File: config.mk
export PLATFORM = sky130hd
export DESIGN_NAME = body_posture_monitor
export DESIGN_NICKNAME = d
export VERILOG_FILES = /design/src/rtl/bpm_pkg.sv /design/src/rtl/body_posture_monitor.sv
export SDC_FILE = /design/constraint.sdc
export NUM_CORES = 2
export LEC_CHECK = 0
export BUFFER_PORTS_ARGS = -buffer_cell sky130_fd_sc_hd__buf_2
export CORE_MARGIN = 4
export CORE_UTILIZATION = 57
export CTS_CLUSTER_DIAMETER = 120
export CTS_CLUSTER_SIZE = 10
export DETAILED_ROUTE_END_ITERATION = 8
export GPL_TIMING_DRIVEN = 1
export HOLD_SLACK_MARGIN = 0.15
export PLACE_DENSITY = 0.77
export SLEW_MARGIN = 20
export SYNTH_ARGS = -nofsm -noshare
export SYNTH_HDL_FRONTEND = slang
export SYNTH_SLANG_ARGS = --single-unit
File: constraint.sdc
create_clock -name i_clk -period 5.65 [get_ports i_clk]
set_clock_uncertainty 0.2 [all_clocks]
set_input_delay 0 -clock i_clk [delete_from_list [all_inputs] [get_ports i_clk]]
set_output_delay 0 -clock i_clk [all_outputs]
set_load 0.01 [all_outputs]
File: src/rtl/bpm_pkg.sv
// Package for the body posture monitor: payload word types, register
// indexes, reset values and code constants. No dependencies.
`default_nettype none
package bpm_pkg;

    localparam int DEF_TILT_WINDOW   = 16;
    localparam int DEF_CHARGE_WINDOW = 16;

    localparam int CFG_IDX_W  = 3;
    localparam int CFG_DATA_W = 16;

    localparam logic [CFG_IDX_W-1:0] CFG_UPRIGHT_LIMIT      = 3'd0;
    localparam logic [CFG_IDX_W-1:0] CFG_FALLEN_LIMIT       = 3'd1;
    localparam logic [CFG_IDX_W-1:0] CFG_CHARGING_CURRENT   = 3'd2;
    localparam logic [CFG_IDX_W-1:0] CFG_LIFT_DELAY_IDLE    = 3'd3;
    localparam logic [CFG_IDX_W-1:0] CFG_LIFT_DELAY_WALKING = 3'd4;

    localparam logic [14:0]        RST_UPRIGHT_LIMIT    = 15'd2048;
    localparam logic [14:0]        RST_FALLEN_LIMIT     = 15'd4915;
    localparam logic signed [15:0] RST_CHARGING_CURRENT = 16'sd0;
    localparam logic [15:0]        RST_LIFT_DELAY       = 16'd1000;

    localparam logic signed [15:0] DISCHARGE_LIMIT = -16'sd500;

    localparam logic [1:0] MOTION_WALK  = 2'd1;
    localparam logic [1:0] MOTION_STAND = 2'd2;

    localparam logic [2:0] POSTURE_UNDEFINED = 3'd0;
    localparam logic [2:0] POSTURE_UPRIGHT   = 3'd1;
    localparam logic [2:0] POSTURE_LEFT      = 3'd2;
    localparam logic [2:0] POSTURE_RIGHT     = 3'd3;
    localparam logic [2:0] POSTURE_BACK      = 3'd4;
    localparam logic [2:0] POSTURE_FRONT     = 3'd5;

    localparam int CHARGE_W = 12;

    typedef struct packed {
        logic signed [15:0]    tilt_x;
        logic signed [15:0]    tilt_y;
        logic                  left_contact;
        logic                  right_contact;
        logic [31:0]           frame_time;
        logic [1:0]            motion_kind;
        logic                  goal_met;
        logic signed [15:0]    battery_current;
        logic [CHARGE_W-1:0]   battery_charge;
    } t_in_word;

    typedef struct packed {
        logic [2:0]            posture;
        logic [31:0]           posture_since;
        logic                  left_standing;
        logic                  right_standing;
        logic [31:0]           contact_since;
        logic                  lifted;
        logic                  walk_ready;
        logic                  discharging;
        logic                  charging;
        logic [CHARGE_W-1:0]   charge_level;
    } t_out_word;

endpackage
`default_nettype wire

File: src/rtl/body_posture_monitor.sv
// Body posture monitor: tilt and charge window memories, posture classes,
// contact and lift timing, battery flags and charge average.
// Depends on bpm_pkg.
`default_nettype none
// One sensor word is taken while the block is idle; it then passes through
// S_SUM, S_MUL and S_CLASS to S_DONE, which loads its result word into the
// output register and then returns the block to S_IDLE. The next word can be
// taken while the previous result still waits in the output register; a
// result that finds that register still full holds the block until the
// waiting word leaves. The charge average is a reciprocal multiplication by
// the window length. The tilt and charge windows sit in two single-port
// synchronous memories read at the ring slot and written back with the new
// sample.
module body_posture_monitor #(
    parameter int TILT_WINDOW   = bpm_pkg::DEF_TILT_WINDOW,
    parameter int CHARGE_WINDOW = bpm_pkg::DEF_CHARGE_WINDOW
) (
    input  wire logic                            i_clk,
    input  wire logic                            i_rst_n,
    input  wire logic                            i_in_valid,
    output      logic                            o_in_ready,
    input  wire bpm_pkg::t_in_word               i_in_word,
    output      logic                            o_out_valid,
    input  wire logic                            i_out_ready,
    output      bpm_pkg::t_out_word              o_out_word,
    input  wire logic                            i_cfg_we,
    input  wire logic [bpm_pkg::CFG_IDX_W-1:0]   i_cfg_index,
    input  wire logic [bpm_pkg::CFG_DATA_W-1:0]  i_cfg_data
);
    import bpm_pkg::*;

    localparam int TA_W  = (TILT_WINDOW > 1) ? $clog2(TILT_WINDOW) : 1;
    localparam int TC_W  = $clog2(TILT_WINDOW + 1);
    localparam int TS_W  = 16 + $clog2(TILT_WINDOW);
    localparam int LP_W  = 15 + TC_W;
    localparam int CMP_W = ((TS_W > LP_W) ? TS_W : LP_W) + 1;
    localparam int CA_W  = (CHARGE_WINDOW > 1) ? $clog2(CHARGE_WINDOW) : 1;
    localparam int CC_W  = $clog2(CHARGE_WINDOW + 1);
    localparam int CS_W  = CHARGE_W + $clog2(CHARGE_WINDOW);
    localparam int DV_SH = CS_W + $clog2(CHARGE_WINDOW);
    localparam int PR_W  = 2 * CS_W + 1;
    localparam longint DV_MUL_L = ((longint'(1) << DV_SH) + longint'(CHARGE_WINDOW) - 1)
                                  / longint'(CHARGE_WINDOW);
    localparam logic [CS_W:0] DV_MUL = DV_MUL_L[CS_W:0];

    typedef enum logic [4:0] {
        S_IDLE  = 5'b00001,
        S_SUM   = 5'b00010,
        S_MUL   = 5'b00100,
        S_CLASS = 5'b01000,
        S_DONE  = 5'b10000
    } t_state;

    t_state r_state;

    logic [14:0]        r_upright_limit;
    logic [14:0]        r_fallen_limit;
    logic signed [15:0] r_charging_current;
    logic [15:0]        r_delay_idle;
    logic [15:0]        r_delay_walking;

    logic [31:0]        r_tilt_mem [TILT_WINDOW];
    logic [CHARGE_W-1:0] r_charge_mem [CHARGE_WINDOW];
    logic [31:0]        r_tilt_rd;
    logic [CHARGE_W-1:0] r_charge_rd;

    t_in_word           r_in;
    logic signed [TS_W-1:0] r_xsum, r_ysum, n_xsum, n_ysum;
    logic [TC_W-1:0]    r_tcnt;
    logic [TA_W-1:0]    r_tslot;
    logic [CS_W-1:0]    r_csum, n_csum;
    logic [CC_W-1:0]    r_ccnt;
    logic [CA_W-1:0]    r_cslot;
    logic [2:0]         r_held_posture;
    logic [31:0]        r_posture_stamp;
    logic               r_left_held, r_right_held;
    logic [31:0]        r_contact_stamp;

    logic [LP_W-1:0]    r_up_n, r_fa_n;
    logic [PR_W-1:0]    r_cprod;

    t_out_word          r_res;
    t_out_word          r_out;
    logic               r_out_valid;

    logic               t_full, c_full;
    logic signed [CMP_W-1:0] c_sx, c_sy, c_up, c_fa;
    logic [2:0]         n_posture;
    logic [31:0]        n_cstamp, n_elapsed;
    logic [15:0]        n_delay;
    logic               n_lifted, n_ready, n_moving;

    assign o_in_ready  = (r_state == S_IDLE) && i_rst_n;
    assign o_out_valid = r_out_valid;
    assign o_out_word  = r_out;

    // window update
    assign t_full = (r_tcnt == TC_W'(TILT_WINDOW));
    assign c_full = (r_ccnt == CC_W'(CHARGE_WINDOW));

    always_comb begin
        n_xsum = r_xsum + TS_W'(r_in.tilt_x);
        n_ysum = r_ysum + TS_W'(r_in.tilt_y);
        n_csum = r_csum + CS_W'(r_in.battery_charge);
        if (t_full) begin
            n_xsum = n_xsum - TS_W'($signed(r_tilt_rd[31:16]));
            n_ysum = n_ysum - TS_W'($signed(r_tilt_rd[15:0]));
        end
        if (c_full) begin
            n_csum = n_csum - CS_W'(r_charge_rd);
        end
    end

    // posture class
    assign c_sx = CMP_W'(r_xsum);
    assign c_sy = CMP_W'(r_ysum);
    assign c_up = CMP_W'(r_up_n);
    assign c_fa = CMP_W'(r_fa_n);

    always_comb begin
        n_posture = POSTURE_UNDEFINED;
        if (c_sx < c_up && c_sx > -c_up && c_sy < c_up && c_sy > -c_up) begin
            n_posture = POSTURE_UPRIGHT;
        end
        if (c_sx < -c_fa) begin
            n_posture = POSTURE_LEFT;
        end else if (c_sx > c_fa) begin
            n_posture = POSTURE_RIGHT;
        end
        if (c_sy < -c_fa) begin
            n_posture = POSTURE_BACK;
        end else if (c_sy > c_fa) begin
            n_posture = POSTURE_FRONT;
        end
    end

    // contact and lift timing
    always_comb begin
        n_cstamp = r_contact_stamp;
        if (r_in.left_contact != r_left_held || r_in.right_contact != r_right_held) begin
            n_cstamp = r_in.frame_time;
        end
        n_moving  = (r_in.motion_kind == MOTION_WALK);
        n_delay   = n_moving ? r_delay_walking : r_delay_idle;
        n_elapsed = r_in.frame_time - n_cstamp;
        n_lifted  = (n_posture == POSTURE_UPRIGHT) && !r_in.left_contact
                    && !r_in.right_contact && !n_elapsed[31]
                    && (n_elapsed[30:0] > 31'(n_delay));
        n_ready   = (n_posture == POSTURE_UPRIGHT) && !n_lifted
                    && (n_moving || (r_in.motion_kind == MOTION_STAND
                                     && r_in.goal_met));
    end

    // window memories
    always_ff @(posedge i_clk) begin
        r_tilt_rd   <= r_tilt_mem[r_tslot];
        r_charge_rd <= r_charge_mem[r_cslot];
        if (r_state == S_SUM) begin
            r_tilt_mem[r_tslot]   <= {r_in.tilt_x, r_in.tilt_y};
            r_charge_mem[r_cslot] <= r_in.battery_charge;
        end
    end

    // configuration
    always_ff @(posedge i_clk) begin
        if (!i_rst_n) begin
            r_upright_limit    <= RST_UPRIGHT_LIMIT;
            r_fallen_limit     <= RST_FALLEN_LIMIT;
            r_charging_current <= RST_CHARGING_CURRENT;
            r_delay_idle       <= RST_LIFT_DELAY;
            r_delay_walking    <= RST_LIFT_DELAY;
        end else if (i_cfg_we) begin
            unique case (i_cfg_index)
                CFG_UPRIGHT_LIMIT:      r_upright_limit    <= i_cfg_data[14:0];
                CFG_FALLEN_LIMIT:       r_fallen_limit     <= i_cfg_data[14:0];
                CFG_CHARGING_CURRENT:   r_charging_current <= $signed(i_cfg_data);
                CFG_LIFT_DELAY_IDLE:    r_delay_idle       <= i_cfg_data;
                CFG_LIFT_DELAY_WALKING: r_delay_walking    <= i_cfg_data;
                default: ;
            endcase
        end
    end

    // payload registers
    always_ff @(posedge i_clk) begin
        if (i_in_valid && o_in_ready) begin
            r_in <= i_in_word;
        end
        if (r_state == S_MUL) begin
            r_up_n  <= r_upright_limit * r_tcnt;
            r_fa_n  <= r_fallen_limit * r_tcnt;
            r_cprod <= r_csum * DV_MUL;
        end
        if (r_state == S_CLASS) begin
            r_res.posture        <= n_posture;
            r_res.posture_since  <= (n_posture != r_held_posture) ? r_in.frame_time
                                                                  : r_posture_stamp;
            r_res.left_standing  <= r_in.left_contact;
            r_res.right_standing <= r_in.right_contact;
            r_res.contact_since  <= n_cstamp;
            r_res.lifted         <= n_lifted;
            r_res.walk_ready     <= n_ready;
            r_res.discharging    <= (r_in.battery_current < DISCHARGE_LIMIT);
            r_res.charging       <= (r_in.battery_current >= r_charging_current);
            r_res.charge_level   <= c_full ? r_cprod[DV_SH +: CHARGE_W]
                                           : r_in.battery_charge;
        end
        if (r_state == S_DONE && (!r_out_valid || i_out_ready)) begin
            r_out <= r_res;
        end
    end

    // control and state
    always_ff @(posedge i_clk) begin
        if (!i_rst_n) begin
            r_state         <= S_IDLE;
            r_xsum          <= '0;
            r_ysum          <= '0;
            r_tcnt          <= '0;
            r_tslot         <= '0;
            r_csum          <= '0;
            r_ccnt          <= '0;
            r_cslot         <= '0;
            r_held_posture  <= POSTURE_UNDEFINED;
            r_posture_stamp <= '0;
            r_left_held     <= 1'b0;
            r_right_held    <= 1'b0;
            r_contact_stamp <= '0;
            r_out_valid     <= 1'b0;
        end else begin
            if (r_state == S_DONE && (!r_out_valid || i_out_ready)) begin
                r_out_valid <= 1'b1;
            end else if (r_out_valid && i_out_ready) begin
                r_out_valid <= 1'b0;
            end
            unique case (r_state)
                S_IDLE: begin
                    if (i_in_valid) begin
                        r_state <= S_SUM;
                    end
                end
                S_SUM: begin
                    r_xsum  <= n_xsum;
                    r_ysum  <= n_ysum;
                    r_csum  <= n_csum;
                    r_tcnt  <= t_full ? r_tcnt : r_tcnt + TC_W'(1);
                    r_ccnt  <= c_full ? r_ccnt : r_ccnt + CC_W'(1);
                    r_tslot <= (r_tslot == TA_W'(TILT_WINDOW - 1)) ? '0
                                                                   : r_tslot + TA_W'(1);
                    r_cslot <= (r_cslot == CA_W'(CHARGE_WINDOW - 1)) ? '0
                                                                     : r_cslot + CA_W'(1);
                    r_state <= S_MUL;
                end
                S_MUL: begin
                    r_state <= S_CLASS;
                end
                S_CLASS: begin
                    if (n_posture != r_held_posture) begin
                        r_posture_stamp <= r_in.frame_time;
                    end
                    r_held_posture  <= n_posture;
                    r_contact_stamp <= n_cstamp;
                    r_left_held     <= r_in.left_contact;
                    r_right_held    <= r_in.right_contact;
                    r_state         <= S_DONE;
                end
                S_DONE: begin
                    if (!r_out_valid || i_out_ready) begin
                        r_state <= S_IDLE;
                    end
                end
                default: r_state <= S_IDLE;
            endcase
        end
    end

endmodule
`default_nettype wire

==> flow_metrics.py <==
metrics = {
    "logic_synthesis": {
        "synth_common_cells": "edfxtp_1 (1,023), nand2_1 (446), ha_1 (373)",
        "synth_top_area_share_pct": 48.9,
        "async_reset_ff_share_pct": 0,
        "yosysMostFrequentCell": "edfxtp_1",
        "synth_fp_nets": 5245,
        "yosysSeqAreaShare_pct": 57.6,
        "synth.distinct_cells": 89,
        "synth_top_cell_by_area": "edfxtp_1",
        "ys.flop_type": "edfxtp_1",
        "synthTopCellsByArea": "edfxtp_1 (49%), dfxtp_1 (8.6%), mux4_2 (7.9%), ha_1 (7.4%), fa_1 (2.7%)",
        "synth-seq-cells": 1294,
        "postSynthAreaPerCell_um2": 13.5,
        "synthesis.area_mm2": 0.0628,
        "yosysWarnings": 0,
        "synth_cells": 4666,
        "synth_edf_count": 1023,
    },
    "floorplan": {
        "core_region_area_mm2": 0.109,
        "die_w_um": 340,
        "dieArea_mm2": 0.115,
        "initial_core_util_pct": 57.5,
        "die_height_um": 340,
        "io_pins": 208,
        "rows": 121,
    },
    "drt": {
        "avgViaCountPerCell": 6.10,
        "antenna_left": 0,
        "firstDrtPassIters": 6,
        "wl_per_cell_um": 23.7,
        "num_vias": 41800,
        "drc": 0,
        "wl_um": 162000,
        "drt_iter0_markers": 4307,
    },
    "global_route": {
        "antenna_found_initial": 5,
        "grt_max_degree": 111,
        "grt_overflow": 0,
        "grt_pass1_vias": 42100,
        "grt_pass1_wl_um": 249000,
        "grtUsageTotal_pct": 27.9,
    },
    "clock_network": {
        "clock_latency_ps": 790,
        "cts.sinks": 1294,
        "cts_tree": "built",
        "clock_path_buffers": 3,
        "cts_root_buf": "clkbuf_16",
        "h-tree-depth": 4,
        "cts.clk_slew.worst_paths_ps": 60,
        "cts_buffers": 147,
    },
    "critical_path": {
        "worstPathRequired_ps": 5950,
        "worstPathMaxFanout": 3,
        "critPathKind": "reg -> reg",
        "start_kind": "flip-flop",
        "cp_data_arrival_time_ps": 6170,
        "cp-end-kind": "flip-flop",
    },
    "placement": {
        "gp_congestion": 0.942,
        "hpwl_um": 101000,
        "io_buffers": 207,
    },
    "sta": {
        "tightest_slew_ps": 1210,
        "setup_violations": 2,
        "min_period_ps": 5870,
        "worst_slack_ps": -219,
        "rsz0062_at_grt": "yes",
        "slew_headroom_pct": 19.0,
        "clock.fmax_mhz": 170,
        "hold_viol": 0,
        "setup_tns_ps": -413,
        "timing.final.crit_share_pct": 104,
        "maxSlewViolCount": 0,
    },
    "final_layout": {
        "syn2layout_area_growth_pct": 17.4,
        "multi_input_area_mm2": 0.0252,
        "regArea_mm2": 0.0362,
        "final_core_util_pct": 67.5,
        "fin_nets": 5828,
        "fillers": 7336,
        "drive_gt1_share_pct": 16.4,
    },
    "pwr": {
        "power.total_uw": 21500,
        "p_per_area_mw_per_mm2": 292,
        "comb_power_share_pct": 9.5,
        "power_switching_uw": 5160,
        "switching_share_pct": 24.0,
        "leakagePower_uw": 0.0281,
        "clockPowerShare_pct": 41.2,
        "vdd_drop_max_uv": 293,
        "seqPwrFrac_pct": 49.3,
        "internal_power_uw": 16300,
    },
    "outcome": {
        "status": "finished, violations left",
        "violations": "setup timing",
    },
    "worst_hold_path": {
        "hold_path.class": "reg -> reg",
    },
    "flow_run": {
        "max_cap_violations": 0,
    },
}
[flip-flops by register name, summed over array words and instances (netlist names), 15 cells and up]
signal / flops
r_res: 85
r_ysum: 20
r_up_n: 20
r_csum: 16
r_charge_mem: 192
r_delay_walking: 16
r_fallen_limit: 15
r_in: 97
r_contact_stamp: 32
r_tilt_rd: 32
r_charging_current: 16
o_out_word: 85
r_posture_stamp: 32
r_fa_n: 20
r_delay_idle: 16
r_xsum: 20
r_tilt_mem: 512
r_upright_limit: 15
[cell families (layout without fill, tap and decap cells)]
logic type | Yosys count | count (layout) | synth area share [%]
fa+ha+maj | 462 | 462 | 10.2
compound gates | 757 | 757 | 7.80
mux | 311 | 311 | 9.59
xor+xnor | 195 | 195 | 2.95
other cells | 0 | 1 | 0
simple gates | 1193 | 1193 | 9.04
buf+inv | 454 | 1157 | 2.82
flops | 1294 | 1294 | 57.6
[stage by stage]
step | setup slack, ps | hold slack (ps) | area [µm²] | cells
6_report | -219 | 208 | 73700 | 6846
5_1_grt | -435 | 211 | 73700 | 6846
4_1_cts | -20.4 | 159 | 73500 | 6832
3_5_place_dp | -494 | -21.9 | 66500 | 6313
3_3_place_gp | -324 | -22.9 | 66300 | 6304
2_1_floorplan | 3.78 | -101 | 62800 | 4666
[path summary, 6_finish.rpt]
kind / depth (start not counted) / slack (ps) / end / startpoint
worst max-delay path: 26 / -220 / r_res[15] / r_in[64]
worst max register to register: 26 / -220 / r_res[15] / r_in[64]
worst min register to register: 0 / 210 / o_out_word[20] / r_res[20]
worst min-delay path: 0 / 210 / o_out_word[20] / r_res[20]
[layer usage]
layer | vias up | share of wire, % | track usage, %
met5 | - | 0 | 0
met3 | 445 | 7.4 | 4.54
met1 | 20700 | 39 | 36.3
met4 | 0 | 4.3 | 11.4
li1 | 18700 | - | -
met2 | 1893 | 50 | 47.0
[critical path, cell delays in order, from the launching register on]
cell and delay (ps):
edfxtp_1 440, xnor2_2 210, nand2_2 180, mux2_4 280, ha_4 150, inv_2 50, fa_2 370, a211oi_2 230
nor2_2 90, o31a_1 260, o31a_1 270, a21o_1 200, a21oi_2 170, o21bai_1 90, a21oi_2 130, xnor2_1 80
ha_1 300, and3_4 180, nand3_2 80, or2_4 270, nor3_4 130, o221ai_2 160, a311o_1 300, nor4_1 270
nand3_1 150, o41ai_2 270, nor3b_1 100
[power by group through the flow]
stage | Clock (µW) | Combinational, µW | Sequential, µW
final | 8860 | 2050 | 10600
after global routing | 9430 | 2240 | 10600
after CTS | 8960 | 1990 | 10600
after detailed placement | 0 | 1820 | 10800
after global placement | 0 | 1780 | 10800
after floorplan | 0 | 1320 | 10700
[layout by cell type, fill, tap and decap left out, types with 148 or more instances in the layout]
master | netlist | layout
buf_4 | 0 | 158
nand2_1 | 446 | 445
nor2_1 | 237 | 224
dfxtp_1 | 271 | 264
dlygate4sd3_1 | 0 | 249
a21oi_1 | 238 | 233
inv_1 | 261 | 257
buf_2 | 4 | 206
mux4_2 | 220 | 220
clkbuf_16 | 0 | 148
ha_1 | 373 | 371
edfxtp_1 | 1023 | 1023
[layout make-up]
class | count | area share [%]
repair buffers | 627 | 6.83
multi-input cells | 2918 | 34.2
clock inverters | 15 | 0.442
inverters | 261 | 1.35
flip-flops and latches | 1294 | 49.1
well taps | 1476 | 2.51
clock buffers | 254 | 5.58
diodes | 1 | 0.00340
[what timing repair did]
item / in CTS / in global routing
endpoints found under the setup margin: 2 / 35
pin swaps: 11 / 4
hold endpoints to repair: 280 / 0
buffers inserted: 1 / 13
hold buffers: 249 / 0
gates resized for setup: 17 / 13
(Power assumes the default switching activity.)
